[src/design/rle_bitpacked_hybrid_decoder_assert.svh]
// assertion macros shared by the rle / bit-packed hybrid decoder
`ifndef RLE_BITPACKED_HYBRID_DECODER_ASSERT_SVH
`define RLE_BITPACKED_HYBRID_DECODER_ASSERT_SVH

// same-cycle implication, held off during reset
`define RBHD_ASSERT_IMPL(label, clk, rst_n, ante, cons, msg) \
    label: assert property (@(posedge clk) disable iff (!rst_n) (ante) |-> (cons)) \
        else $error(msg);

// next-cycle implication, held off during reset
`define RBHD_ASSERT_NEXT(label, clk, rst_n, ante, cons, msg) \
    label: assert property (@(posedge clk) disable iff (!rst_n) (ante) |=> (cons)) \
        else $error(msg);

`endif

[src/design/rbhd_pkg.sv]
// shared types and constants of the rle / bit-packed hybrid decoder
package rbhd_pkg;

    localparam int VW_W        = 6;
    localparam int TOTAL_W     = 31;
    localparam int INDEX_W     = 32;
    localparam int CFG_DATA_W  = 32;
    localparam int QUEUE_DEPTH = 2;
    localparam int Q_PTR_W     = $clog2(QUEUE_DEPTH);
    localparam int Q_CNT_W     = $clog2(QUEUE_DEPTH + 1);
    localparam int MAX_BURST   = 8;
    localparam int BURST_W     = $clog2(MAX_BURST + 1);

    // register indexes on the configuration channel
    localparam logic CFG_VALUE_WIDTH  = 1'b0;
    localparam logic CFG_TOTAL_VALUES = 1'b1;

    typedef enum logic [1:0] {
        ST_BUSY     = 2'd0,
        ST_COMPLETE = 2'd1,
        ST_ERROR    = 2'd2
    } t_status;

    // one classified input byte
    typedef struct packed {
        logic [7:0] data;
        logic [6:0] low7;
        logic       cont;
        logic       eop;
    } t_cmd;

    // one result item
    typedef struct packed {
        t_status              status;
        logic                 last;
        logic [TOTAL_W-1:0]   rep;
        logic [INDEX_W-1:0]   index;
    } t_result;

endpackage

[src/design/rle_bitpacked_hybrid_decoder.sv]
// top level of the rle / bit-packed hybrid index decoder
//
// Page bytes enter on the slave stream, one byte per transfer in tdata, with
// tlast on the final byte of the page. The first four bytes are a length
// prefix and are skipped. Decoded values leave on the master stream: tdata
// holds the index and its repeat count, tlast marks the last result of a byte
// and tuser carries the page status on the last result of the final byte.
// The config channel sets the value width (index 0) and the values expected
// per page (index 1); write it only while no byte is in flight.
// A byte waits in a two-entry queue, then the engine takes it; a byte of a
// bit-packed run then yields up to eight values in the unpack loop. The first
// result of a byte passes through the queue and the output register, an
// unpacked value through the bit buffer as well. The engine's unpack loop,
// one value a cycle, sets the rate on packed runs; other bytes go at one per
// cycle; both hold while the receiver stalls.
// Reset clears all decode state and sets width and count to one.
// When the receiver stalls, the output register holds its result, the engine
// waits, and once the queue holds two bytes the slave port drops tready.
module rle_bitpacked_hybrid_decoder
    import rbhd_pkg::*;
(
    input  logic                  i_clk,
    input  logic                  i_rst_n,
    input  logic                  i_s_tvalid,
    output logic                  o_s_tready,
    input  logic [7:0]            i_s_tdata,    // [7:0] in_byte
    input  logic                  i_s_tlast,
    output logic                  o_m_tvalid,
    input  logic                  i_m_tready,
    output logic [63:0]           o_m_tdata,    // [31:0] index_value, [62:32] repeat_res, zero pad
    output logic                  o_m_tlast,
    output logic [1:0]            o_m_tuser,    // [1:0] status
    input  logic                  i_cfg_valid,
    output logic                  o_cfg_ready,
    input  logic                  i_cfg_index,
    input  logic [CFG_DATA_W-1:0] i_cfg_data
);

`include "rle_bitpacked_hybrid_decoder_assert.svh"

    logic [VW_W-1:0]    r_value_width;
    logic [TOTAL_W-1:0] r_total_values;
    t_cmd               w_cmd;
    logic               w_cmd_valid;
    logic               w_cmd_pop;
    t_result            w_res;

    assign o_cfg_ready = 1'b1;

    always_ff @(posedge i_clk) begin
        if (!i_rst_n) begin
            r_value_width  <= VW_W'(1);
            r_total_values <= TOTAL_W'(1);
        end else if (i_cfg_valid) begin
            case (i_cfg_index)
                CFG_VALUE_WIDTH:  r_value_width  <= i_cfg_data[VW_W-1:0];
                CFG_TOTAL_VALUES: r_total_values <= i_cfg_data[TOTAL_W-1:0];
                default: begin
                end
            endcase
        end
    end

    rbhd_front u_front (
        .i_clk       (i_clk),
        .i_rst_n     (i_rst_n),
        .i_valid     (i_s_tvalid),
        .o_ready     (o_s_tready),
        .i_byte      (i_s_tdata),
        .i_eop       (i_s_tlast),
        .o_cmd       (w_cmd),
        .o_cmd_valid (w_cmd_valid),
        .i_cmd_pop   (w_cmd_pop)
    );

    rbhd_engine u_engine (
        .i_clk          (i_clk),
        .i_rst_n        (i_rst_n),
        .i_value_width  (r_value_width),
        .i_total_values (r_total_values),
        .i_cmd          (w_cmd),
        .i_cmd_valid    (w_cmd_valid),
        .o_cmd_pop      (w_cmd_pop),
        .o_res          (w_res),
        .o_res_valid    (o_m_tvalid),
        .i_res_ready    (i_m_tready)
    );

    assign o_m_tdata = {1'b0, w_res.rep, w_res.index};
    assign o_m_tlast = w_res.last;
    assign o_m_tuser = w_res.status;

    `RBHD_ASSERT_IMPL(a_status_on_last, i_clk, i_rst_n,
        o_m_tvalid && (o_m_tuser != ST_BUSY), o_m_tlast,
        "status on a result that is not the last of its byte")
    `RBHD_ASSERT_IMPL(a_zero_rep_is_status, i_clk, i_rst_n,
        o_m_tvalid && (o_m_tdata[62:32] == '0),
        o_m_tlast && (o_m_tuser != ST_BUSY) && (o_m_tdata[31:0] == '0),
        "zero repeat count outside a status-only result")
    `RBHD_ASSERT_NEXT(a_queue_fill, i_clk, i_rst_n,
        i_s_tvalid && o_s_tready && !w_cmd_valid, w_cmd_valid,
        "byte pushed into an empty queue was lost")

endmodule

[src/design/rbhd_front.sv]
// input side: accepts page bytes, classifies them and queues them for the engine
module rbhd_front
    import rbhd_pkg::*;
(
    input  logic       i_clk,
    input  logic       i_rst_n,
    input  logic       i_valid,
    output logic       o_ready,
    input  logic [7:0] i_byte,
    input  logic       i_eop,
    output t_cmd       o_cmd,
    output logic       o_cmd_valid,
    input  logic       i_cmd_pop
);

    t_cmd               r_q [QUEUE_DEPTH];
    logic [Q_PTR_W-1:0] r_wr_ptr;
    logic [Q_PTR_W-1:0] r_rd_ptr;
    logic [Q_CNT_W-1:0] r_count;
    logic               push;
    logic               pop;
    t_cmd               cmd_in;

    assign o_ready     = (r_count != Q_CNT_W'(QUEUE_DEPTH));
    assign o_cmd_valid = (r_count != '0);
    assign push        = i_valid && o_ready;
    assign pop         = i_cmd_pop && o_cmd_valid;
    assign o_cmd       = r_q[r_rd_ptr];

    always_comb begin
        cmd_in.data = i_byte;
        cmd_in.low7 = i_byte[6:0];
        cmd_in.cont = i_byte[7];
        cmd_in.eop  = i_eop;
    end

    always_ff @(posedge i_clk) begin
        if (push) begin
            r_q[r_wr_ptr] <= cmd_in;
        end
    end

    always_ff @(posedge i_clk) begin
        if (!i_rst_n) begin
            r_wr_ptr <= '0;
            r_rd_ptr <= '0;
            r_count  <= '0;
        end else begin
            if (push) begin
                r_wr_ptr <= r_wr_ptr + Q_PTR_W'(1);
            end
            if (pop) begin
                r_rd_ptr <= r_rd_ptr + Q_PTR_W'(1);
            end
            case ({push, pop})
                2'b10:   r_count <= r_count + Q_CNT_W'(1);
                2'b01:   r_count <= r_count - Q_CNT_W'(1);
                default: r_count <= r_count;
            endcase
        end
    end

endmodule

[src/design/rbhd_engine.sv]
// decode engine: prefix skip, varint headers, repeated runs and bit unpacking
module rbhd_engine
    import rbhd_pkg::*;
(
    input  logic               i_clk,
    input  logic               i_rst_n,
    input  logic [VW_W-1:0]    i_value_width,
    input  logic [TOTAL_W-1:0] i_total_values,
    input  t_cmd               i_cmd,
    input  logic               i_cmd_valid,
    output logic               o_cmd_pop,
    output t_result            o_res,
    output logic               o_res_valid,
    input  logic               i_res_ready
);

    typedef enum logic [2:0] {
        PH_PREFIX,
        PH_HEADER,
        PH_PACKED,
        PH_RLEVAL,
        PH_DONE,
        PH_FAIL
    } t_phase;

    typedef enum logic {
        ES_IDLE,
        ES_UNPACK
    } t_est;

    t_est               r_est,       n_est;
    t_phase             r_phase,     n_phase;
    logic [1:0]         r_pfx_cnt,   n_pfx_cnt;
    logic [31:0]        r_hdr_acc,   n_hdr_acc;
    logic [2:0]         r_hdr_shift, n_hdr_shift;
    logic [31:0]        r_run_rem,   n_run_rem;
    logic [31:0]        r_val_acc,   n_val_acc;
    logic [2:0]         r_val_cnt,   n_val_cnt;
    logic [39:0]        r_bit_buf,   n_bit_buf;
    logic [5:0]         r_bit_cnt,   n_bit_cnt;
    logic [TOTAL_W-1:0] r_dec_cnt,   n_dec_cnt;
    logic [BURST_W-1:0] r_burst,     n_burst;
    logic               r_eop_hold,  n_eop_hold;
    logic               r_out_valid, n_out_valid;
    t_result            r_out;

    logic               wok;
    logic [32:0]        mask_ext;
    logic [31:0]        mask;
    logic               slot_free;
    logic [2:0]         hs_sat;
    logic [31:0]        hdr_part;
    logic [31:0]        hdr_new;
    logic [TOTAL_W-1:0] rem;
    logic [33:0]        pk_vals;
    logic [31:0]        pk_run;
    logic [31:0]        val_new;
    logic [2:0]         vbc_new;
    logic [2:0]         nb;
    logic [TOTAL_W-1:0] rle_cnt;
    logic [5:0]         bc_after;
    logic               cond;
    logic               nxt;
    logic               do_emit;
    logic               do_end;
    logic               go_unpack;
    logic               emit;
    t_result            res;

    assign wok       = (i_value_width != '0) && (i_value_width <= VW_W'(32));
    assign mask_ext  = (33'd1 << i_value_width) - 33'd1;
    assign mask      = mask_ext[31:0];
    assign slot_free = !r_out_valid || i_res_ready;

    // varint header: seven bits a byte, fifth byte closes the header
    assign hs_sat = (r_hdr_shift > 3'd4) ? 3'd4 : r_hdr_shift;
    always_comb begin
        case (hs_sat)
            3'd0:    hdr_part = {25'd0, i_cmd.low7};
            3'd1:    hdr_part = {18'd0, i_cmd.low7, 7'd0};
            3'd2:    hdr_part = {11'd0, i_cmd.low7, 14'd0};
            3'd3:    hdr_part = {4'd0, i_cmd.low7, 21'd0};
            default: hdr_part = {i_cmd.low7[3:0], 28'd0};
        endcase
    end
    assign hdr_new = r_hdr_acc | hdr_part;

    assign rem     = i_total_values - r_dec_cnt;
    assign pk_vals = {1'b0, hdr_new[31:1], 2'b00} << 1;
    assign pk_run  = (pk_vals < {3'd0, rem}) ? pk_vals[31:0] : {1'b0, rem};

    // repeated value: little-endian bytes, ceil(width/8) of them
    always_comb begin
        case (r_val_cnt)
            3'd0:    val_new = r_val_acc | {24'd0, i_cmd.data};
            3'd1:    val_new = r_val_acc | {16'd0, i_cmd.data, 8'd0};
            3'd2:    val_new = r_val_acc | {8'd0, i_cmd.data, 16'd0};
            3'd3:    val_new = r_val_acc | {i_cmd.data, 24'd0};
            default: val_new = r_val_acc;
        endcase
    end
    assign vbc_new = r_val_cnt + 3'd1;
    assign nb      = i_value_width[5:3] + {2'd0, |i_value_width[2:0]};
    assign rle_cnt = (r_run_rem < {1'b0, rem}) ? r_run_rem[TOTAL_W-1:0] : rem;

    // unpack step conditions, now and after this value
    assign bc_after = r_bit_cnt - i_value_width;
    assign cond     = (r_burst < BURST_W'(MAX_BURST)) && (r_bit_cnt >= i_value_width)
                   && (r_run_rem != '0) && (r_dec_cnt < i_total_values);
    assign nxt      = (r_burst < BURST_W'(MAX_BURST - 1)) && (bc_after >= i_value_width)
                   && (r_run_rem != 32'd1) && ((r_dec_cnt + TOTAL_W'(1)) < i_total_values);
    assign do_emit  = (r_est == ES_UNPACK) && cond && slot_free;
    assign do_end   = cond ? (do_emit && !nxt) : (!r_eop_hold || slot_free);

    always_comb begin
        n_est       = r_est;
        n_phase     = r_phase;
        n_pfx_cnt   = r_pfx_cnt;
        n_hdr_acc   = r_hdr_acc;
        n_hdr_shift = r_hdr_shift;
        n_run_rem   = r_run_rem;
        n_val_acc   = r_val_acc;
        n_val_cnt   = r_val_cnt;
        n_bit_buf   = r_bit_buf;
        n_bit_cnt   = r_bit_cnt;
        n_dec_cnt   = r_dec_cnt;
        n_burst     = r_burst;
        n_eop_hold  = r_eop_hold;
        o_cmd_pop   = 1'b0;
        go_unpack   = 1'b0;
        emit        = 1'b0;
        res         = '0;

        case (r_est)
            ES_IDLE: begin
                if (i_cmd_valid && slot_free) begin
                    o_cmd_pop = 1'b1;
                    case (r_phase)
                        PH_PREFIX: begin
                            if (r_pfx_cnt == 2'd3) begin
                                n_pfx_cnt = 2'd0;
                                n_phase   = PH_HEADER;
                            end else begin
                                n_pfx_cnt = r_pfx_cnt + 2'd1;
                            end
                        end
                        PH_HEADER, PH_PACKED, PH_RLEVAL: begin
                            if (!wok) begin
                                n_phase = PH_FAIL;
                            end else if (r_dec_cnt >= i_total_values) begin
                                n_phase = PH_DONE;
                            end else begin
                                case (r_phase)
                                    PH_HEADER: begin
                                        n_hdr_acc = hdr_new;
                                        if (!i_cmd.cont || hs_sat == 3'd4) begin
                                            n_hdr_acc   = '0;
                                            n_hdr_shift = '0;
                                            if (hdr_new[0]) begin
                                                n_run_rem = {1'b0, hdr_new[31:1]};
                                                n_val_acc = '0;
                                                n_val_cnt = '0;
                                                n_phase   = PH_RLEVAL;
                                            end else begin
                                                n_run_rem = pk_run;
                                                n_bit_buf = '0;
                                                n_bit_cnt = '0;
                                                n_phase   = (pk_run != '0) ? PH_PACKED
                                                                           : PH_HEADER;
                                            end
                                        end else begin
                                            n_hdr_shift = hs_sat + 3'd1;
                                        end
                                    end
                                    PH_PACKED: begin
                                        // shift wraps at 32 when leftover bits pile up
                                        n_bit_buf  = r_bit_buf
                                                   | ({32'd0, i_cmd.data} << r_bit_cnt[4:0]);
                                        n_bit_cnt  = r_bit_cnt + 6'd8;
                                        n_eop_hold = i_cmd.eop;
                                        n_burst    = '0;
                                        n_est      = ES_UNPACK;
                                        go_unpack  = 1'b1;
                                    end
                                    default: begin
                                        n_val_acc = val_new;
                                        n_val_cnt = vbc_new;
                                        if (vbc_new >= nb) begin
                                            if (rle_cnt != '0) begin
                                                emit      = 1'b1;
                                                res.index = val_new & mask;
                                                res.rep   = rle_cnt;
                                                n_dec_cnt = r_dec_cnt + rle_cnt;
                                            end
                                            n_run_rem = '0;
                                            n_val_acc = '0;
                                            n_val_cnt = '0;
                                            n_phase   = PH_HEADER;
                                        end
                                    end
                                endcase
                                if (!go_unpack && n_dec_cnt >= i_total_values) begin
                                    n_phase = PH_DONE;
                                end
                            end
                        end
                        default: begin
                        end
                    endcase
                    res.last = 1'b1;
                    if (!go_unpack && i_cmd.eop) begin
                        emit = 1'b1;
                        if (!wok || n_phase == PH_PREFIX || n_phase == PH_FAIL) begin
                            res.status = ST_ERROR;
                        end else begin
                            res.status = (n_dec_cnt >= i_total_values) ? ST_COMPLETE
                                                                        : ST_ERROR;
                        end
                        n_phase     = PH_PREFIX;
                        n_pfx_cnt   = '0;
                        n_hdr_acc   = '0;
                        n_hdr_shift = '0;
                        n_run_rem   = '0;
                        n_val_acc   = '0;
                        n_val_cnt   = '0;
                        n_bit_buf   = '0;
                        n_bit_cnt   = '0;
                        n_dec_cnt   = '0;
                    end
                end
            end
            ES_UNPACK: begin
                if (do_emit) begin
                    emit      = 1'b1;
                    res.index = r_bit_buf[31:0] & mask;
                    res.rep   = TOTAL_W'(1);
                    n_bit_buf = r_bit_buf >> i_value_width;
                    n_bit_cnt = bc_after;
                    n_run_rem = r_run_rem - 32'd1;
                    n_dec_cnt = r_dec_cnt + TOTAL_W'(1);
                    n_burst   = r_burst + BURST_W'(1);
                end
                if (do_end) begin
                    res.last = 1'b1;
                    n_est    = ES_IDLE;
                    if (n_run_rem == '0) begin
                        n_bit_buf = '0;
                        n_bit_cnt = '0;
                        n_phase   = PH_HEADER;
                    end
                    if (n_dec_cnt >= i_total_values) begin
                        n_phase = PH_DONE;
                    end
                    if (r_eop_hold) begin
                        emit       = 1'b1;
                        res.status = (n_dec_cnt >= i_total_values) ? ST_COMPLETE : ST_ERROR;
                        n_phase     = PH_PREFIX;
                        n_pfx_cnt   = '0;
                        n_hdr_acc   = '0;
                        n_hdr_shift = '0;
                        n_run_rem   = '0;
                        n_val_acc   = '0;
                        n_val_cnt   = '0;
                        n_bit_buf   = '0;
                        n_bit_cnt   = '0;
                        n_dec_cnt   = '0;
                    end
                end
            end
            default: begin
                n_est = ES_IDLE;
            end
        endcase

        n_out_valid = emit || (r_out_valid && !i_res_ready);
    end

    always_ff @(posedge i_clk) begin
        if (!i_rst_n) begin
            r_est       <= ES_IDLE;
            r_phase     <= PH_PREFIX;
            r_pfx_cnt   <= '0;
            r_hdr_acc   <= '0;
            r_hdr_shift <= '0;
            r_run_rem   <= '0;
            r_val_acc   <= '0;
            r_val_cnt   <= '0;
            r_bit_buf   <= '0;
            r_bit_cnt   <= '0;
            r_dec_cnt   <= '0;
            r_burst     <= '0;
            r_eop_hold  <= 1'b0;
            r_out_valid <= 1'b0;
        end else begin
            r_est       <= n_est;
            r_phase     <= n_phase;
            r_pfx_cnt   <= n_pfx_cnt;
            r_hdr_acc   <= n_hdr_acc;
            r_hdr_shift <= n_hdr_shift;
            r_run_rem   <= n_run_rem;
            r_val_acc   <= n_val_acc;
            r_val_cnt   <= n_val_cnt;
            r_bit_buf   <= n_bit_buf;
            r_bit_cnt   <= n_bit_cnt;
            r_dec_cnt   <= n_dec_cnt;
            r_burst     <= n_burst;
            r_eop_hold  <= n_eop_hold;
            r_out_valid <= n_out_valid;
            if (emit) begin
                r_out <= res;
            end
        end
    end

    assign o_res       = r_out;
    assign o_res_valid = r_out_valid;

endmodule
[config.mk]
export PLATFORM = sky130hd
export DESIGN_NAME = rle_bitpacked_hybrid_decoder
export DESIGN_NICKNAME = d
export VERILOG_FILES = /design/src/design/rbhd_pkg.sv /design/src/design/rle_bitpacked_hybrid_decoder.sv /design/src/design/rbhd_front.sv /design/src/design/rbhd_engine.sv
export VERILOG_INCLUDE_DIRS = /design/src /design/src/design
export SDC_FILE = /design/constraint.sdc
export NUM_CORES = 2
export LEC_CHECK = 0
export BUFFER_PORTS_ARGS = -buffer_cell sky130_fd_sc_hd__buf_2
export CORE_ASPECT_RATIO = 1.2
export CORE_UTILIZATION = 64
export CTS_CLUSTER_DIAMETER = 60
export DETAILED_ROUTE_END_ITERATION = 6
export PLACE_DENSITY = 0.81
export SYNTH_ARGS = -nofsm -noshare
export SYNTH_HDL_FRONTEND = slang
export SYNTH_SLANG_ARGS = --single-unit
[constraint.sdc]
create_clock -name i_clk -period 22.5 [get_ports i_clk]
set_input_delay 1.125 -clock i_clk [delete_from_list [all_inputs] [get_ports i_clk]]
set_output_delay 1.125 -clock i_clk [all_outputs]
set_load 0.1 [all_outputs]
==> flow_summary_export.csv <==
group,metric,value,unit
grt,grt_max_degree,71,
route,via_per_inst,7.26,
sta,fin_worst_skew,30.0,ps
finish,nets,4081,
flow_run,cap_violations,1,
worst_setup_path,cp_max_fo,32,
synth,synthTopCellsByCount,"nand2_1 (475), a21oi_1 (417), nor2_1 (364)",
worst_setup_path,cp_slowest_cell,"o21ai_0",
run_status,status,"finished, violations left",
clock_tree,cts_buffer_depth,3,
finish,fillCellCount,3593,
worst_setup_path,reg2reg_setup_slack,10120,ps
die,die_w,196,µm
synth,synth_flop_cell,"dfxtp_1",
die,fp.coreArea,44100,µm²
worst_setup_path,r2r-end,"u_engine.o_res[64]",
sta,finalWorstSetupSlack,10120,ps
sta,drv_slew,1,
min_path,holdPathEnd,"u_engine.r_hdr_acc[27]",
die,start_util,0.654,
clock_tree,root_buffer,"clkbuf_16",
sta,fin_crit_sh,0.550,
worst_setup_path,worst_setup_path_end_kind,"register",
worst_setup_path,worstSetupPathType,"register to register",
power,power_per_cell_area,84.7,nW/µm²
clock_tree,clock_latency,600,ps
sta,finalSetupTns,0,ps
route,drt-initial-drc-count,4457,
synth,synth_top_family_by_area,"compound AO/OA/AOI/OAI gates",
place,routabilityCongestion,1.05,
die,design.die.area,45900,µm²
finish,multi_input_area,20200,µm²
grt,grt_pass1_vias,30012,
clock_tree,cts.sinks,317,
worst_setup_path,r2r-start,"u_engine.r_dec_cnt[11]",
route,drc,0,
finish,seqCellArea,7190,µm²
route,wl_per_cell,26.8,µm
synth,async_flop_share,0,
run_status,violations,"max-capacitance violations, max-slew violations",
clock_tree,h-tree-depth,2,
synth,synth_fa_ha_area_frac,0.124,
grt,globalRouteOverflowTotal,0,
synth,avgSynthCellArea,7.61,µm²
clock_tree,post_cts_buffers,0,
route,dr_total_vias,31525,
synth,synth-simple-area-share,0.209,
clock_tree,path_clk_slew,70,ps
sta,max_freq,80.8,MHz
min_path,holdCritPathClass,"register to register",
min_path,min_path_cells,2,
finish,finalNonFillerCells,4344,
worst_setup_path,worstRegToRegCells,43,
place,dp_slack,10690,ps
sta,maxSlewHeadroom,-0.0103,
synth,yosysSeqAreaShare,0.249,
clock_tree,holdBufCountCts,0,
place,place_inst,4267,
synth,syn_nets,4120,
clock_tree,cts_tree,"built",
sta,min_period,12380,ps
worst_setup_path,path_common_cell,"o21ai_0",
worst_setup_path,worst-endpoint-required,22840,ps
worst_setup_path,critPathMaxStageDelay,680,ps
synth,yosysTopAreaCellShare,0.162,
synth,synth_top_area_cell,"dfxtp_1",
synth,synth_mux_area_frac,0.0590,
synth,syn_area,28900,µm²
route,ant_nets,0,
synth,synth_cell_types,96,
clock_tree,cts_resized,0,
route,drtPass1Iterations,7,
synth,yosys_warnings,0,
synth,synthTopCellsByArea,"dfxtp_1 (16%), ha_1 (12%), edfxtp_1 (8.7%)",
place,io_buffers,113,
die,rows,84,
grt,antenna_found_initial,5,
sta,rsz0062_at_grt,"no",
sta,worst_pin_slew,1500,ps
sta,hold_viol_final,0,
synth,syn_inst,3789,
route,drt_wl_total,117000,µm
synth,yosys_register_bits,317,
power,ir_worst_vdd,0.0771,mV
finish,drive_gt1_frac,0.100,
grt,gr-usage-all-layers,0.500,
min_path,hold_start,"u_engine.r_hdr_acc[27]",
die,pin_count,117,
synth,synth_compound_area_frac,0.264,
power,p_leak,12.7,nW
grt,grt_pass1_wl,175000,µm
die,fp.dieH,235,µm
synth,synth_most_common_cell,"nand2_1",
place,dp_hpwl,84900,µm
finish,syn2layout_area_growth,7.58,%
clock_tree,cts_inserted_buffers,40,
worst_setup_path,start_kind,"register",
sta,setup_viol,0,
synth,synth_edf_count,84,
worst_setup_path,critPathArrivalTime,12720,ps
synth,synth_xor_area_frac,0.0404,
==> power by group <==
| group | internal [mW] | switching (mW) |
|---|---|---|
| logic | 0.333 | 0.870 |
| registers | 0.640 | 0.0728 |
| clock network | 0.418 | 0.294 |
==> routing by layer <==
layer | share of wire | wire (µm) | track usage | vias up
li1 | - | - | - | 13796
met1 | 0.32 | 37800 | 0.533 | 14397
met2 | 0.43 | 49900 | 0.777 | 2513
met3 | 0.13 | 14600 | 0.155 | 813
met4 | 0.12 | 14100 | 0.506 | 6
met5 | 0.00037 | 43 | 0 | -
==> worst max-delay path by stage <==
stage,from,endpoint,slack (ps),depth (start not counted)
global route,u_engine.r_dec_cnt[11],u_engine.o_res[64],9670,42
CTS,u_engine.r_dec_cnt[11],u_engine.o_res[64],10680,43
global placement,u_engine.r_dec_cnt[11],u_engine.o_res[64],11050,43
floorplan,u_engine.r_dec_cnt[4],u_engine.o_res[64],13320,45
finish,u_engine.r_dec_cnt[11],u_engine.o_res[64],10120,43
detailed placement,u_engine.r_dec_cnt[11],u_engine.o_res[64],10690,43
==> cell usage in the layout (no fill, tap or decap), types with 51 or more instances in the layout <==
master	synthesis	routed
a211oi_1	51	51
a21o_1	63	62
a21oi_1	417	415
a31oi_1	53	51
buf_2	19	113
buf_4	7	55
dfxtp_1	233	231
edfxtp_1	84	84
ha_1	281	281
inv_1	145	144
mux2_2	51	51
mux2i_1	52	52
nand2_1	475	475
nand3_1	77	76
nor2_1	364	361
nor2b_1	54	53
nor3_1	113	113
o21ai_0	253	252
xnor2_1	106	106
==> worst max-delay path: cells and delay by family (launching register included) <==
kind / cells / cell delay, ps
simple gates: 11 / 1740
xor+xnor: 3 / 780
compound gates: 22 / 6470
flops: 1 / 380
buf+inv: 3 / 950
fa+ha+maj: 4 / 1740
==> flip-flops by register name, indices dropped and copies added, names as in the netlist, named ones only <==
signal                flops
u_engine.r_bit_cnt        6
u_front.r_rd_ptr          1
u_front.r_wr_ptr          1
u_engine.r_burst          4
u_engine.r_est            1
u_engine.r_run_rem       32
u_engine.o_res_valid      1
u_engine.r_hdr_acc       32
u_engine.r_hdr_shift      3
u_front.r_count           2
u_engine.r_pfx_cnt        2
u_engine.r_bit_buf       40
r_total_values           31
u_front.r_q              18
u_engine.r_val_acc       32
r_value_width             6
u_engine.r_val_cnt        3
u_engine.r_eop_hold       1
u_engine.r_phase          3
u_engine.r_dec_cnt       31
u_engine.o_res           66
==> cells by family (layout without fill, tap and decap cells) <==
family,after synthesis,in the layout
flops,317,317
simple gates,1320,1320
fa+ha+maj,284,284
xor+xnor,133,133
mux,130,130
compound gates,1202,1202
other cells,2,5
buf+inv,401,394
==> area by class of cell <==
| class | instances | share of cell area |
|---|---|---|
| Antenna cell | 3 | 0.000242 |
| Clock inverter | 28 | 0.0109 |
| Tap cell | 559 | 0.0225 |
| Clock buffer | 46 | 0.0347 |
| Timing Repair Buffer | 168 | 0.0315 |
| Multi-Input combinational cell | 3071 | 0.650 |
| Sequential cell | 317 | 0.232 |
| Inverter | 152 | 0.0185 |
==> per-stage QoR <==
step,util,power (mW),instance area [µm²],hold slack (ps)
detailed placement,0.671,1.86,29600,449
global placement,0.671,1.82,29600,438
finish,0.703,2.63,31000,459
floorplan,-,1.51,28900,432
CTS,0.703,2.56,31000,459
global route,0.703,2.71,31000,480
Note: power is estimated with default switching activity, not from simulation.
